`src/rtl/hsv2rgb_pkg.sv`:
```
`timescale 1ns / 1ps

package hsv2rgb_pkg;

  typedef struct packed {
    logic [7:0] hue;
    logic [7:0] saturation;
    logic [7:0] brightness;
  } hsv_t;

  typedef struct packed {
    logic [7:0] red;
    logic [7:0] green;
    logic [7:0] blue;
  } rgb_t;

  // Flags and precomputed squared terms that travel down the pipe with the color.
  typedef struct packed {
    logic       sat_full;
    logic       sat_zero;
    logic       val_full;
    logic [7:0] desat;
    logic [7:0] vsq;
  } ctl_t;

  typedef struct packed {
    rgb_t color;
    ctl_t ctl;
  } pipe_t;

  localparam logic [7:0] ONE_THIRD  = 8'd85;
  localparam logic [7:0] TWO_THIRDS = 8'd170;
  localparam logic [7:0] FULL       = 8'd255;

  function automatic logic [7:0] scale8(input logic [7:0] a, input logic [7:0] b);
    logic [15:0] p;
    p = a * b;
    return p[15:8];
  endfunction

  function automatic logic [7:0] scale8_round(input logic [7:0] a, input logic [7:0] b);
    logic [7:0] r;
    r = scale8(a, b);
    if (a != 8'd0 && b != 8'd0) begin
      r = r + 8'd1;
    end
    return r;
  endfunction

endpackage

```
`src/rtl/hsv2rgb_hue.sv`:
```
`timescale 1ns / 1ps

module hsv2rgb_hue (
  input  logic                clk,
  input  logic                rst,
  input  logic                valid_in,
  input  hsv2rgb_pkg::hsv_t   hsv,
  output logic                valid_out,
  output hsv2rgb_pkg::pipe_t  pipe_out
);
  import hsv2rgb_pkg::*;

  typedef enum logic [2:0] {
    SEC_RED_ORANGE,
    SEC_ORANGE_YELLOW,
    SEC_YELLOW_GREEN,
    SEC_GREEN_AQUA,
    SEC_AQUA_BLUE,
    SEC_BLUE_PURPLE,
    SEC_PURPLE_PINK,
    SEC_PINK_RED
  } sec_t;

  sec_t       sec;
  logic [7:0] ramp;
  logic [7:0] third;
  logic [7:0] twoth;
  logic [7:0] sat_inv;
  pipe_t      pipe_next;

  assign sec     = sec_t'(hsv.hue[7:5]);
  assign ramp    = {hsv.hue[4:0], 3'b000};
  assign third   = scale8(ramp, ONE_THIRD);
  assign twoth   = scale8(ramp, TWO_THIRDS);
  assign sat_inv = FULL - hsv.saturation;

  always_comb begin
    pipe_next = '0;
    case (sec)
      SEC_RED_ORANGE: begin
        pipe_next.color = '{FULL - third, third, 8'd0};
      end
      SEC_ORANGE_YELLOW: begin
        pipe_next.color = '{8'd171, ONE_THIRD + third, 8'd0};
      end
      SEC_YELLOW_GREEN: begin
        pipe_next.color = '{8'd171 - twoth, TWO_THIRDS + third, 8'd0};
      end
      SEC_GREEN_AQUA: begin
        pipe_next.color = '{8'd0, FULL - third, third};
      end
      SEC_AQUA_BLUE: begin
        pipe_next.color = '{8'd0, 8'd171 - twoth, ONE_THIRD + twoth};
      end
      SEC_BLUE_PURPLE: begin
        pipe_next.color = '{third, 8'd0, FULL - third};
      end
      SEC_PURPLE_PINK: begin
        pipe_next.color = '{ONE_THIRD + third, 8'd0, 8'd171 - third};
      end
      default: begin
        pipe_next.color = '{TWO_THIRDS + third, 8'd0, ONE_THIRD - third};
      end
    endcase
    pipe_next.ctl.sat_full = (hsv.saturation == FULL);
    pipe_next.ctl.sat_zero = (hsv.saturation == 8'd0);
    pipe_next.ctl.val_full = (hsv.brightness == FULL);
    pipe_next.ctl.desat    = scale8_round(sat_inv, sat_inv);
    pipe_next.ctl.vsq      = scale8_round(hsv.brightness, hsv.brightness);
  end

  always_ff @(posedge clk) begin
    if (rst) begin
      valid_out <= 1'b0;
    end else begin
      valid_out <= valid_in;
    end
    pipe_out <= pipe_next;
  end

endmodule

```
`src/rtl/hsv2rgb_sat.sv`:
```
`timescale 1ns / 1ps

module hsv2rgb_sat (
  input  logic                clk,
  input  logic                rst,
  input  logic                valid_in,
  input  hsv2rgb_pkg::pipe_t  pipe_in,
  output logic                valid_out,
  output hsv2rgb_pkg::pipe_t  pipe_out
);
  import hsv2rgb_pkg::*;

  logic [7:0] keep;
  pipe_t      pipe_next;

  assign keep = FULL - pipe_in.ctl.desat;

  function automatic logic [7:0] desat_ch(input logic [7:0] c, input logic [7:0] k,
                                          input logic [7:0] d);
    logic [7:0] s;
    s = (c != 8'd0) ? scale8(c, k) + 8'd1 : 8'd0;
    return s + d;
  endfunction

  always_comb begin
    pipe_next = pipe_in;
    if (pipe_in.ctl.sat_zero) begin
      pipe_next.color = '{FULL, FULL, FULL};
    end else if (!pipe_in.ctl.sat_full) begin
      pipe_next.color.red   = desat_ch(pipe_in.color.red, keep, pipe_in.ctl.desat);
      pipe_next.color.green = desat_ch(pipe_in.color.green, keep, pipe_in.ctl.desat);
      pipe_next.color.blue  = desat_ch(pipe_in.color.blue, keep, pipe_in.ctl.desat);
    end
  end

  always_ff @(posedge clk) begin
    if (rst) begin
      valid_out <= 1'b0;
    end else begin
      valid_out <= valid_in;
    end
    pipe_out <= pipe_next;
  end

endmodule

```
`src/rtl/hsv2rgb_val.sv`:
```
`timescale 1ns / 1ps

module hsv2rgb_val (
  input  logic                clk,
  input  logic                rst,
  input  logic                valid_in,
  input  hsv2rgb_pkg::pipe_t  pipe_in,
  output logic                valid_out,
  output hsv2rgb_pkg::rgb_t   rgb_out
);
  import hsv2rgb_pkg::*;

  rgb_t rgb_next;

  function automatic logic [7:0] dim_ch(input logic [7:0] c, input logic [7:0] v);
    logic [7:0] r;
    r = 8'd0;
    if (v != 8'd0 && c != 8'd0) begin
      r = scale8(c, v) + 8'd1;
    end
    return r;
  endfunction

  always_comb begin
    rgb_next = pipe_in.color;
    if (!pipe_in.ctl.val_full) begin
      rgb_next.red   = dim_ch(pipe_in.color.red, pipe_in.ctl.vsq);
      rgb_next.green = dim_ch(pipe_in.color.green, pipe_in.ctl.vsq);
      rgb_next.blue  = dim_ch(pipe_in.color.blue, pipe_in.ctl.vsq);
    end
  end

  always_ff @(posedge clk) begin
    if (rst) begin
      valid_out <= 1'b0;
    end else begin
      valid_out <= valid_in;
    end
    rgb_out <= rgb_next;
  end

endmodule

```
`src/rtl/hsv_to_rgb_rainbow.sv`:
```
// A beat taken with start passes the hue map, saturation and value registers in turn, then shows on rgb with done.
// Throughput: one beat per cycle while busy is low; three register stages (hue map, saturation, value).
// The receiver cannot stall, so done pulses for exactly one cycle per beat.
// Reset (rst, synchronous, active high) clears the stage valid bits; busy is high during reset.
`timescale 1ns / 1ps

module hsv_to_rgb_rainbow (
  input  logic               clk,
  input  logic               rst,
  input  logic               start,
  output logic               busy,
  input  hsv2rgb_pkg::hsv_t  hsv,
  output logic               done,
  output hsv2rgb_pkg::rgb_t  rgb
);
  import hsv2rgb_pkg::*;

  logic  hue_valid;
  logic  sat_valid;
  pipe_t hue_pipe;
  pipe_t sat_pipe;

  assign busy = rst;

  hsv2rgb_hue u_hue (
    .clk       (clk),
    .rst       (rst),
    .valid_in  (start && !busy),
    .hsv       (hsv),
    .valid_out (hue_valid),
    .pipe_out  (hue_pipe)
  );

  hsv2rgb_sat u_sat (
    .clk       (clk),
    .rst       (rst),
    .valid_in  (hue_valid),
    .pipe_in   (hue_pipe),
    .valid_out (sat_valid),
    .pipe_out  (sat_pipe)
  );

  hsv2rgb_val u_val (
    .clk       (clk),
    .rst       (rst),
    .valid_in  (sat_valid),
    .pipe_in   (sat_pipe),
    .valid_out (done),
    .rgb_out   (rgb)
  );

endmodule

```
`config.mk`:
```
export PLATFORM = sky130hd
export DESIGN_NAME = hsv_to_rgb_rainbow
export DESIGN_NICKNAME = d
export VERILOG_FILES = /design/src/rtl/hsv2rgb_pkg.sv /design/src/rtl/hsv2rgb_hue.sv /design/src/rtl/hsv2rgb_sat.sv /design/src/rtl/hsv2rgb_val.sv /design/src/rtl/hsv_to_rgb_rainbow.sv
export SDC_FILE = /design/constraint.sdc
export NUM_CORES = 1
export LEC_CHECK = 0
export ABC_CLOCK_PERIOD_IN_PS = 10260
export BUFFER_PORTS_ARGS = -buffer_cell sky130_fd_sc_hd__buf_2
export CORE_UTILIZATION = 32
export CTS_BUF_LIST = sky130_fd_sc_hd__clkbuf_2 sky130_fd_sc_hd__clkbuf_4 sky130_fd_sc_hd__clkbuf_8
export DETAILED_ROUTE_END_ITERATION = 7
export PLACE_DENSITY = 0.47
export SLEW_MARGIN = 25
export SYNTH_ARGS = -nofsm -noshare
export SYNTH_HDL_FRONTEND = slang
export SYNTH_SLANG_ARGS = --single-unit
```
`constraint.sdc`:
```
create_clock -name clk -period 10.26 [get_ports clk]
set_clock_uncertainty 0.1 [all_clocks]
set_input_delay 2.052 -clock clk [delete_from_list [all_inputs] [get_ports clk]]
set_output_delay 2.052 -clock clk [all_outputs]
set_load 0.01 [all_outputs]
```
### Word-level counts from Yosys, hierarchy flattened

Cells that the tools add are included.
Widths: inputs -> output; s select.

* output and inout port bits: 26
* register bits after elaboration: 103
* input bits: 27

* reductions and logical operators: 16
* mux-type cells: 11
* equality and inequality tests: 8
* multiply operators: 10
* $add $sub $neg: 20

Operator list (count)
* $pmux 24 s7: 1
* $mul 8x8->16: 8
* $reduce_bool 8->1: 9
* $add 8x1->8 const B: 8
* $mux 8: 8
* $mux 24: 2
* $add 8x8->8: 3
* $mul 5x7->12 const B: 2
* $sub 8x8->8 const A: 3
* $eq 8x8->1 const B: 2
* $sub 8x7->8 const A: 2
* $eq 3x3->1 const B: 3
* $add 7x7->8 const A: 1
* $add 7x8->8 const A: 1
* $add 8x7->8 const A: 1
* $logic_not 8->1: 1
* $sub 7x7->8 const A: 1
* $eq 3x2->1 const B: 2
* $logic_and 1x1->1: 4
* $eq 3x1->1 const B: 1
* $logic_not 3->1: 1
* $logic_not 1->1: 1

### Logic depth before layout (Yosys ltp)

Gate-level depths: netlist (run 1).

* word-level depth: 6
* mapped depth: 29
* gate-level depth less buffers: 28

### Modules after synthesis

From an unflattened synthesis (run 1), not the netlist that was laid out.

* cell total of the unflattened synthesis: 2569
* area, all modules: 22246.3 um2

Modules (own cells, without submodules)
* hsv2rgb_sat: seq. area each 880.8 um2, cells an instance 999, area each 8846.0 um2, times used 1
* hsv2rgb_val: seq. area each 500.5 um2, cells an instance 844, area each 7378.3 um2, times used 1
* hsv2rgb_hue: seq. area each 880.8 um2, cells an instance 724, area each 6000.8 um2, times used 1
* hsv_to_rgb_rainbow: seq. area each 0.0 um2, cells an instance 2, area each 21.3 um2, times used 1

### Worst setup path before layout (run 1)

No wires, ideal clock.

* kind: input-to-reg
* start point: input hsv[14] (netlist name)
* end point: register u_hue.pipe_out[14] (netlist name)
* required time: 10.088 ns
* stages: 18
* setup time: 0.072 ns
* path buffers: 1
* arrival: 6.700 ns
* setup slack: 3.389 ns
* path through: clkbuf_1 nor2_1 fa_1 fa_1 fa_1 fa_1 ha_1 o2111a_1 or2_2 a21oi_1 ha_1 o21ai_0 nand2b_1 nor4_1 nand3_1 a21boi_0 o221ai_1 xor2_1

RTL lines
* start, declared: line hsv_to_rgb_rainbow.sv:12 `input hsv2rgb_pkg::hsv_t hsv,`
* end signal, assigned: line hsv2rgb_hue.sv:78 `pipe_out <= pipe_next;`
* end, declared: line hsv2rgb_hue.sv:9 `output hsv2rgb_pkg::pipe_t pipe_out`

### Worst setup path in the final report (run 1)

* start point: register u_hue.pipe_out[10] (netlist name)
* end point: register u_sat.pipe_out[34] (netlist name)

* cells in the longest elaborated chain, start to end: 6

RTL lines
* $sub 8x8->8: line hsv2rgb_sat.sv:16 `assign keep = FULL - pipe_in.ctl.desat;`
* $mul 8x8->16: line hsv2rgb_pkg.sv:37 `p = a * b;`
* $add 8x1->8: line hsv2rgb_sat.sv:21 `s = (c != 8'd0) ? scale8(c, k) + 8'd1 : 8'd0;`
* $mux 8: line hsv2rgb_sat.sv:21
* $add 8x8->8 *: line hsv2rgb_sat.sv:22 `return s + d;`
* $mux 24 *: line hsv2rgb_sat.sv:29 `end else if (!pipe_in.ctl.sat_full) begin`
* end signal, assigned: line hsv2rgb_sat.sv:42 `pipe_out <= pipe_next;`
* end, declared: line hsv2rgb_sat.sv:9 `output hsv2rgb_pkg::pipe_t pipe_out`

Mark *: on every way between the ends. The rest lies on a longest branch, timed or not.
A chain may end at the register's enable or synchronous reset.

==> metrics.csv, run 1 <==
metric,value,unit
CTS Sinks,103,
"EDFF count, synth",0,
"commonest non-fill, non-tap cell in the layout",inv_1,
CP required,10.53,ns
initial antenna violation count,0,
CTS tree,done,
Final period util,70.8,%
Mapped Area,21300,sq um
Yosys cell types,87,
routability cong.,0.833,
Main synth FF type,dfxtp_1,
Post-Syn Area per Cell,8.47,sq um
# IOs,53,
Layout Utilization,34.3,%
GRT overflow,0,
Core ar.,65700,sq um
Final setup viols,0,
most frequent cells in the layout,"382 x inv_1, 302 x ha_1, 264 x fa_1, 207 x nand2_1, 168 x nor2b_1",
Worst setup EP type,register,
Initial Util,32.3,%
hold buffers post-CTS,0,
# port buffers,52,
# diodes,0,
1st-pass router iterations,7,
vias in the first global route,17100,
row count,94,
share of layout cells above drive strength 1,5.43,%
Nets,3076,
first-pass GRT wire length,86700,um
CP arrival,7.53,ns
Via Count,16400,
fmax,138,MHz
die area,67500,sq um
Yosys top cell area share,24.9,%
Worst-Margin Slew,1.10,ns
number of synthesis warnings,0,
post-synthesis sequential area ratio,9.70,%
Vias per Instance,4.89,
fillcell total,6773,
Residual DRC,0,
Post-CTS Setup Inserts,0,
initial DRC count,697,
"Slew Viols, Final",0,
Max-cap violations,0,
Gate Count Post-Synth,2512,
Area contributors post-synth,"fa_1 25%, ha_1 18%, dfxtp_1 9.7%",
final hold vios,0,
total CTS buffers,9,
Antenna Nets Post-Route,0,
slew margin rel.,26.5,%
min Tclk post-route,7.26,ns
syn nets,3105,
# resized after CTS,0,
RSZ-0062 raised after global routing,false,
CP Class,register to register,
"Clk pin slew, worst setup/hold paths",0.12,ns
type of origin of the critical path,register,
height of the die,260,um
largest net degree at the start of global routing,48,
crit-path max FO,19,
run status,completed,
dpl cell area,22300,sq um
Total GRT Usage,15.8,%
hold_ws,0.211,ns
Yosys reg bits,103,
"area leader, netlist",fa_1,
final setup TNS,0,ns
Hold WC Path Type,register to register,
Post-synth ARST share,0,%
Root Buffer,clkbuf_8,
area delta synth->final,5.98,%
final wirelength,51100,um
die extent in x,260,um
mean routed wirelength per cell,15.2,um
hpwl dp,40100,um
Post-Layout Inst Area,22500,sq um
clock latency on the worst-skew pair,0.46,ns
H-Tree Depth,3,
Clock Tree Buf Depth,2,
per-stage QoR:
| stage | std cells | setup slack (ns) |
|---|---|---|
| floorplan | 2512 | 3.39 |
| global placement | 3336 | 2.96 |
| detailed placement | 3336 | 2.99 |
| CTS | 3352 | 2.97 |
| global route | 3352 | 2.44 |
| finish | 3352 | 3.00 |
synthesized netlist by cell type, types with 8 or more instances:
cell type	instances
inv_1	382
ha_1	302
fa_1	264
nand2_1	207
nor2b_1	168
nor2_1	114
and2_1	108
dfxtp_1	103
clkbuf_1	102
xnor2_1	101
a21oi_1	95
o21ai_0	77
xor2_1	60
nand2b_1	40
nand3_1	30
nor3_1	26
nor4_1	24
a21o_1	18
o22ai_1	18
or2_2	17
a211o_1	16
o21a_1	13
a31oi_1	12
and3_1	11
o211ai_1	11
o21bai_1	11
nand4_1	10
o31ai_1	9
a22oi_1	8
buf_1	8
state kept, by name, summed over array words and instances (netlist names):
register         flops
u_hue.pipe_out      43
u_hue.valid_out      1
u_sat.pipe_out      33
u_sat.valid_out      1
u_val.rgb_out       24
u_val.valid_out      1
cell type report:
class / count / area (sq um) / share of cell area (%)
Tap cell: 864 / 1080 / 4.80
Clock buffer: 9 / 124 / 0.550
Sequential cell: 103 / 2060 / 9.15
Inverter: 383 / 1440 / 6.38
Multi-Input combinational cell: 1913 / 17300 / 76.9
Clock inverter: 7 / 77.6 / 0.344
Timing Repair Buffer: 73 / 418 / 1.85
per-layer routing:
metal | track usage, % | vias up | share of wire [%] | wire [um]
met4 | 3.53 | 0 | 1.5 | 743
met5 | 0 | - | 0 | 0
met1 | 21.6 | 8073 | 49 | 25000
li1 | - | 8073 | - | -
met2 | 26.3 | 197 | 47 | 24100
met3 | 1.86 | 46 | 2.3 | 1170
path summary, 6_finish.rpt:
kind / start / end / slack (ns) / depth (start not counted)
worst min register to register: u_hue.pipe_out[2] / u_sat.pipe_out[2] / 0.21 / 0
worst max register to register: u_hue.pipe_out[10] / u_sat.pipe_out[34] / 3.00 / 26
worst min-delay path: u_hue.pipe_out[2] / u_sat.pipe_out[2] / 0.21 / 0
worst max-delay path: u_hue.pipe_out[10] / u_sat.pipe_out[34] / 3.00 / 26
critical path, cell delays in order, from the launching register on:
cell	delay (ns)
dfxtp_1	0.61
buf_4	0.36
nand2b_1	0.17
fa_1	0.45
fa_1	0.49
inv_1	0.06
fa_1	0.53
inv_1	0.06
fa_1	0.53
inv_1	0.04
ha_1	0.19
a2111oi_0	0.40
o21ai_1	0.25
a31oi_1	0.37
xnor2_1	0.17
ha_1	0.24
or3_1	0.37
a21oi_1	0.17
ha_1	0.28
a21oi_1	0.21
o21bai_1	0.09
a21oi_1	0.22
o21bai_1	0.10
a21oi_1	0.18
xor2_1	0.21
nor3_1	0.07
a311oi_1	0.25
cells by family (layout without fill, tap and decap cells):
group           count (synthesis)  in the layout  synth area share, %
other cells                     1              1               0.0176
mux                            13             13                0.653
flops                         103            103                 9.70
fa+ha+maj                     568            568                 42.7
xor+xnor                      161            161                 6.63
buf+inv                       496            472                 8.81
compound gates                361            361                 11.2
simple gates                  809            809                 20.3
Power of run 1 is left out: the tool's default activity adds up to more than one toggle a clock period on the data nets, which glitch-free logic cannot reach.
==> run 2, diff against run 1 <==
--- a/config.mk
+++ b/config.mk
@@ -5,7 +5,7 @@
 export SDC_FILE = /design/constraint.sdc
 export NUM_CORES = 1
 export LEC_CHECK = 0
-export ABC_CLOCK_PERIOD_IN_PS = 10260
+export ABC_CLOCK_PERIOD_IN_PS = 7350
 export BUFFER_PORTS_ARGS = -buffer_cell sky130_fd_sc_hd__buf_2
 export CORE_UTILIZATION = 32
 export CTS_BUF_LIST = sky130_fd_sc_hd__clkbuf_2 sky130_fd_sc_hd__clkbuf_4 sky130_fd_sc_hd__clkbuf_8
==> constraint.sdc (replaced) <==
create_clock -name clk -period 7.35 [get_ports clk]
set_clock_uncertainty 0.1 [all_clocks]
set_input_delay 1.47 -clock clk [delete_from_list [all_inputs] [get_ports clk]]
set_output_delay 1.47 -clock clk [all_outputs]
set_load 0.01 [all_outputs]
==> run 2 against run 1 <==
- flip-flop and latch count is the same
- hold slack gained 0.019 ns
- non-clock buffer count grew 6
- maximum frequency grew 6.1%
- count of clock-buffer cells in the layout is the same
- cell count grew 0.15%
- highest routed layer unchanged
- utilization is essentially flat
- via count grew 0.60%
- critical path depth shrank 1
- first-iteration DRC count grew 21%
==> metrics.csv, run 2 (synthesized netlist as in run 1, its figures left out) <==
metric,value,unit,change
run status,completed,,
# resized after CTS,0,,unchanged
initial DRC count,843,,+21%
Reg with most FFs,u_hue.pipe_out,,
area delta synth->final,6.13,%,
Final period util,93.2,%,+22 points
"Clk pin slew, worst setup/hold paths",0.11,ns,about the same
max reg flops,43,,unchanged
Worst-Margin Slew,1.03,ns,-0.0719 ns
Bufs and invs on worst path,3,,-1
Crit path max-delay family,adder cells,,
Antenna Nets Post-Route,0,,unchanged
Total GRT Usage,15.9,%,+0.13 points
initial antenna violation count,0,,unchanged
GRT overflow,0,,unchanged
slew margin rel.,31.3,%,+4.8 points
final hold vios,0,,unchanged
Vias per Instance,4.91,,+0.45%
Residual DRC,0,,unchanged
# diodes,0,,unchanged
fmax,146,MHz,+6.1%
slowest CP cell,fa_1,,
largest net degree at the start of global routing,48,,unchanged
final setup TNS,0,ns,unchanged
Via Count,16500,,+0.60%
"commonest non-fill, non-tap cell in the layout",inv_1,,
Worst setup EP type,register,,
Root Buffer,clkbuf_8,,
fillcell total,6837,,+0.94%
min Tclk post-route,6.85,ns,-0.415 ns
height of the die,260,um,unchanged
CTS Sinks,103,,unchanged
Largest regs,"u_hue.pipe_out (43), u_sat.pipe_out (33), u_val.rgb_out (24)",,
die extent in x,260,um,unchanged
CP Class,register to register,,
CP required,7.60,ns,-2.93 ns
hpwl dp,41300,um,+3.1%
CTS tree,done,,
routability cong.,0.841,,+1.0%
Nets,3082,,+0.20%
row count,94,,unchanged
share of layout cells above drive strength 1,5.78,%,+0.35 points
# IOs,53,,unchanged
clock latency on the worst-skew pair,0.45,ns,about the same
hold buffers post-CTS,0,,unchanged
CP arrival,7.10,ns,-0.43 ns
H-Tree Depth,3,,unchanged
first-pass GRT wire length,87000,um,+0.37%
Multi-input gate area,17300,sq um,about the same
"Slew Viols, Final",0,,unchanged
Initial Util,32.3,%,unchanged
Core ar.,65700,sq um,unchanged
Worst path max stage delay,0.57,ns,-0.04 ns
most frequent cells in the layout,"382 x inv_1, 302 x ha_1, 264 x fa_1, 207 x nand2_1, 168 x nor2b_1",,
total CTS buffers,9,,unchanged
Register Area,2070,sq um,+0.18%
Final setup viols,0,,unchanged
vias in the first global route,17200,,+0.20%
Max-cap violations,0,,unchanged
Post-CTS Setup Inserts,0,,unchanged
RSZ-0062 raised after global routing,false,,
Hold WC Path Type,register to register,,
type of origin of the critical path,register,,
# port buffers,52,,unchanged
Clock Tree Buf Depth,2,,unchanged
final wirelength,52000,um,+1.9%
1st-pass router iterations,5,,-2
die area,67500,sq um,unchanged
mean routed wirelength per cell,15.5,um,+1.8%
crit-path max FO,10,,-9
## run 2: cell type report
cell class	instances	share of cell area (%)
Multi-Input combinational cell	1913	76.8
Sequential cell	103	9.15
Inverter	383	6.37
Tap cell	864	4.79
Timing Repair Buffer	79	2.05
Clock buffer	9	0.549
Clock inverter	6	0.238
## run 2: metal layers
| metal | vias to the layer above | track usage (%) | share of wire (%) |
|---|---|---|---|
| met5 | - | 0 | 0 |
| met4 | 0 | 4.26 | 2.1 |
| met3 | 51 | 1.93 | 2.4 |
| met2 | 200 | 27.0 | 48 |
| met1 | 8144 | 21.1 | 48 |
| li1 | 8093 | - | - |
## run 2: stage by stage
| stage | cell area (sq um) | cells | hold slack, ns | worst slack (ns) | util (%) |
|---|---|---|---|---|---|
| detailed placement | 22400 | 3342 | 0.214 | 0.414 | 34.0 |
| global placement | 22400 | 3342 | 0.211 | 0.583 | 34.0 |
| finish | 22600 | 3357 | 0.230 | 0.501 | 34.3 |
| CTS | 22500 | 3357 | 0.236 | 0.347 | 34.3 |
| global route | 22600 | 3357 | 0.235 | 0.00718 | 34.3 |
| floorplan | 21300 | 2512 | 0.210 | 0.738 | - |
## run 2: path summary, 6_finish.rpt
path | startpoint | endpoint | slack (ns) | cells past startpoint
hold / removal | u_hue.pipe_out[6] | u_sat.pipe_out[6] | 0.23 | 0
hold reg to reg | u_hue.pipe_out[6] | u_sat.pipe_out[6] | 0.23 | 0
setup / recovery | u_hue.pipe_out[28] | u_sat.pipe_out[34] | 0.50 | 25
setup reg to reg | u_hue.pipe_out[28] | u_sat.pipe_out[34] | 0.50 | 25
## run 2: worst reg2reg max path: cells and delay by family (launching register included)
kind / cells / cell delay (ns)
xor gates and xnor gates: 2 / 0.36
AOI/OAI and AO/OA: 10 / 2.23
adders and majority gates: 7 / 2.85
buffers and inverters: 3 / 0.15
DFF: 1 / 0.51
and+or+nand+nor: 3 / 0.57
Power of run 2 is left out for the same reason.
==> run 3, diff against run 2 <==
--- a/config.mk
+++ b/config.mk
@@ -5,12 +5,12 @@
 export SDC_FILE = /design/constraint.sdc
 export NUM_CORES = 1
 export LEC_CHECK = 0
-export ABC_CLOCK_PERIOD_IN_PS = 7350
+export ABC_CLOCK_PERIOD_IN_PS = 5930
 export BUFFER_PORTS_ARGS = -buffer_cell sky130_fd_sc_hd__buf_2
 export CORE_UTILIZATION = 32
 export CTS_BUF_LIST = sky130_fd_sc_hd__clkbuf_2 sky130_fd_sc_hd__clkbuf_4 sky130_fd_sc_hd__clkbuf_8
 export DETAILED_ROUTE_END_ITERATION = 7
-export PLACE_DENSITY = 0.47
+export PLACE_DENSITY = 0.49
 export SLEW_MARGIN = 25
 export SYNTH_ARGS = -nofsm -noshare
 export SYNTH_HDL_FRONTEND = slang
==> constraint.sdc (replaced) <==
create_clock -name clk -period 5.93 [get_ports clk]
set_clock_uncertainty 0.1 [all_clocks]
set_input_delay 1.186 -clock clk [delete_from_list [all_inputs] [get_ports clk]]
set_output_delay 1.186 -clock clk [all_outputs]
set_load 0.01 [all_outputs]
==> run 3 against run 2 <==
- hold slack worse by 0.015 ns
- maximum frequency up 13%
- sequential share of layout area down 0.84 points
- flip-flop and latch count unchanged
- worst setup slack worse by 0.63 ns
- critical path depth up 2
- first-iteration DRC count down 9.1%
- via count up 4.8%
- the flow now finishes with violations (setup timing)
- global-route usage up 0.38 points
==> metrics.csv, run 3 (synthesized netlist as in run 1, its figures left out) <==
metric,value,unit,change
CTS tree,done,,
violated checks,setup timing,,
# diodes,0,,unchanged
Initial Util,32.3,%,unchanged
Nets,3314,,+7.5%
final hold vios,0,,unchanged
Register Area,2100,sq um,+1.6%
crit-path max FO,6,,-4
Antenna Nets Post-Route,0,,unchanged
CTS Sinks,103,,unchanged
area delta synth->final,18.7,%,
mean routed wirelength per cell,14.8,um,-4.6%
"Slew Viols, Final",0,,unchanged
run status,"complete, but fails checks",,
total CTS buffers,9,,unchanged
CP required,6.18,ns,-1.42 ns
setup ws final,-0.128,ns,-0.630 ns
RSZ-0062 raised after global routing,true,,
max reg flops,43,,unchanged
fillcell total,6640,,-2.9%
hold_ws,0.215,ns,-0.0145 ns
share of layout cells above drive strength 1,19.2,%,+13 points
die extent in x,260,um,unchanged
routability cong.,0.830,,-1.3%
row count,94,,unchanged
Residual DRC,0,,unchanged
largest net degree at the start of global routing,48,,unchanged
Vias per Instance,4.81,,-2.0%
"commonest non-fill, non-tap cell in the layout",inv_1,,
"Clk pin slew, worst setup/hold paths",0.13,ns,+0.02 ns
1st-pass router iterations,5,,unchanged
Multi-input gate area,18100,sq um,+4.6%
H-Tree Depth,3,,unchanged
Final period util,102,%,+9.0 points
hpwl dp,43700,um,+5.7%
first-pass GRT wire length,90000,um,+3.5%
initial antenna violation count,1,,+1
die area,67500,sq um,unchanged
CP arrival,6.31,ns,-0.79 ns
min Tclk post-route,6.06,ns,-0.790 ns
Reg with most FFs,u_hue.pipe_out,,
Total GRT Usage,16.3,%,+0.38 points
vias in the first global route,18200,,+5.9%
# IOs,53,,unchanged
type of origin of the critical path,register,,
Via Count,17300,,+4.8%
Root Buffer,clkbuf_8,,
Worst-Margin Slew,1.02,ns,-0.00496 ns
GRT overflow,0,,unchanged
most frequent cells in the layout,"372 x inv_1, 283 x ha_1, 256 x fa_1, 244 x buf_4, 205 x nand2_1",,
final wirelength,53100,um,+2.0%
# port buffers,52,,unchanged
Final setup viols,5,,+5
hold buffers post-CTS,0,,unchanged
final setup TNS,-0.379,ns,-0.379 ns
DP Worst Slack,-0.443,ns,-0.857 ns
height of the die,260,um,unchanged
initial DRC count,766,,-9.1%
Worst setup EP type,register,,
Largest regs,"u_hue.pipe_out (43), u_sat.pipe_out (33), u_val.rgb_out (24)",,
Max-cap violations,0,,unchanged
fmax,165,MHz,+13%
Core ar.,65700,sq um,unchanged
Hold WC Path Type,register to register,,
slew margin rel.,31.4,%,+0.073 points
Clock Tree Buf Depth,2,,unchanged
CP Class,register to register,,
clock latency on the worst-skew pair,0.46,ns,about the same
## run 3: metal layers
metal,up-vias,routed length [um],global-route usage [%]
met5,-,0,0
met4,0,769,3.91
met3,45,1130,1.58
met2,184,25600,27.7
met1,8490,25600,22.0
li1,8561,-,-
## run 3: worst max-delay path, stage by stage, from the launching register on
cell and delay [ns]:
dfxtp_4 0.39, buf_6 0.14, nand2b_4 0.14, fa_1 0.48
fa_1 0.53, inv_1 0.05, fa_1 0.48, inv_1 0.05
fa_1 0.49, inv_2 0.05, ha_4 0.16, a2111oi_4 0.23
o21ai_4 0.14, a31oi_4 0.21, xnor2_2 0.10, ha_2 0.19
buf_4 0.13, or3_1 0.35, a21oi_2 0.17, ha_4 0.23
a21oi_2 0.14, o21bai_1 0.09, a21oi_2 0.16, o21bai_1 0.10
a21oi_2 0.13, xor2_1 0.19, nor3_1 0.07, a311oi_1 0.27
## run 3: layout make-up
class,instances,area share (%)
clock buffers,10,0.545
clock inverters,6,0.248
inverters,383,5.70
multi-input cells,1913,71.9
flip-flops and latches,103,8.32
well taps,864,4.28
repair buffers,311,9.03
## run 3: what timing repair did
action	4_1_cts	5_1_grt
gates cloned	0	0
pin swaps	71	72
setup buffers	15	11
endpoints found under the setup margin	9	17
hold endpoints to repair	0	0
resized for setup	93	93
## run 3: metrics by stage
stage,cell area [sq um],instances,utilization (%)
2_1_floorplan,21400,2512,-
3_3_place_gp,24100,3549,36.6
3_5_place_dp,24100,3549,36.6
4_1_cts,24800,3580,37.7
5_1_grt,25200,3590,38.4
6_report,25200,3590,38.4
## run 3: final timing paths
kind,slack [ns],end,startpoint,cells past startpoint
worst min-delay path,0.22,u_sat.pipe_out[4],u_hue.pipe_out[4],0
worst min register to register,0.22,u_sat.pipe_out[4],u_hue.pipe_out[4],0
worst max register to register,-0.13,u_sat.pipe_out[34],u_hue.pipe_out[10],27
worst max-delay path,-0.13,u_sat.pipe_out[34],u_hue.pipe_out[10],27
Power of run 3 is left out for the same reason.
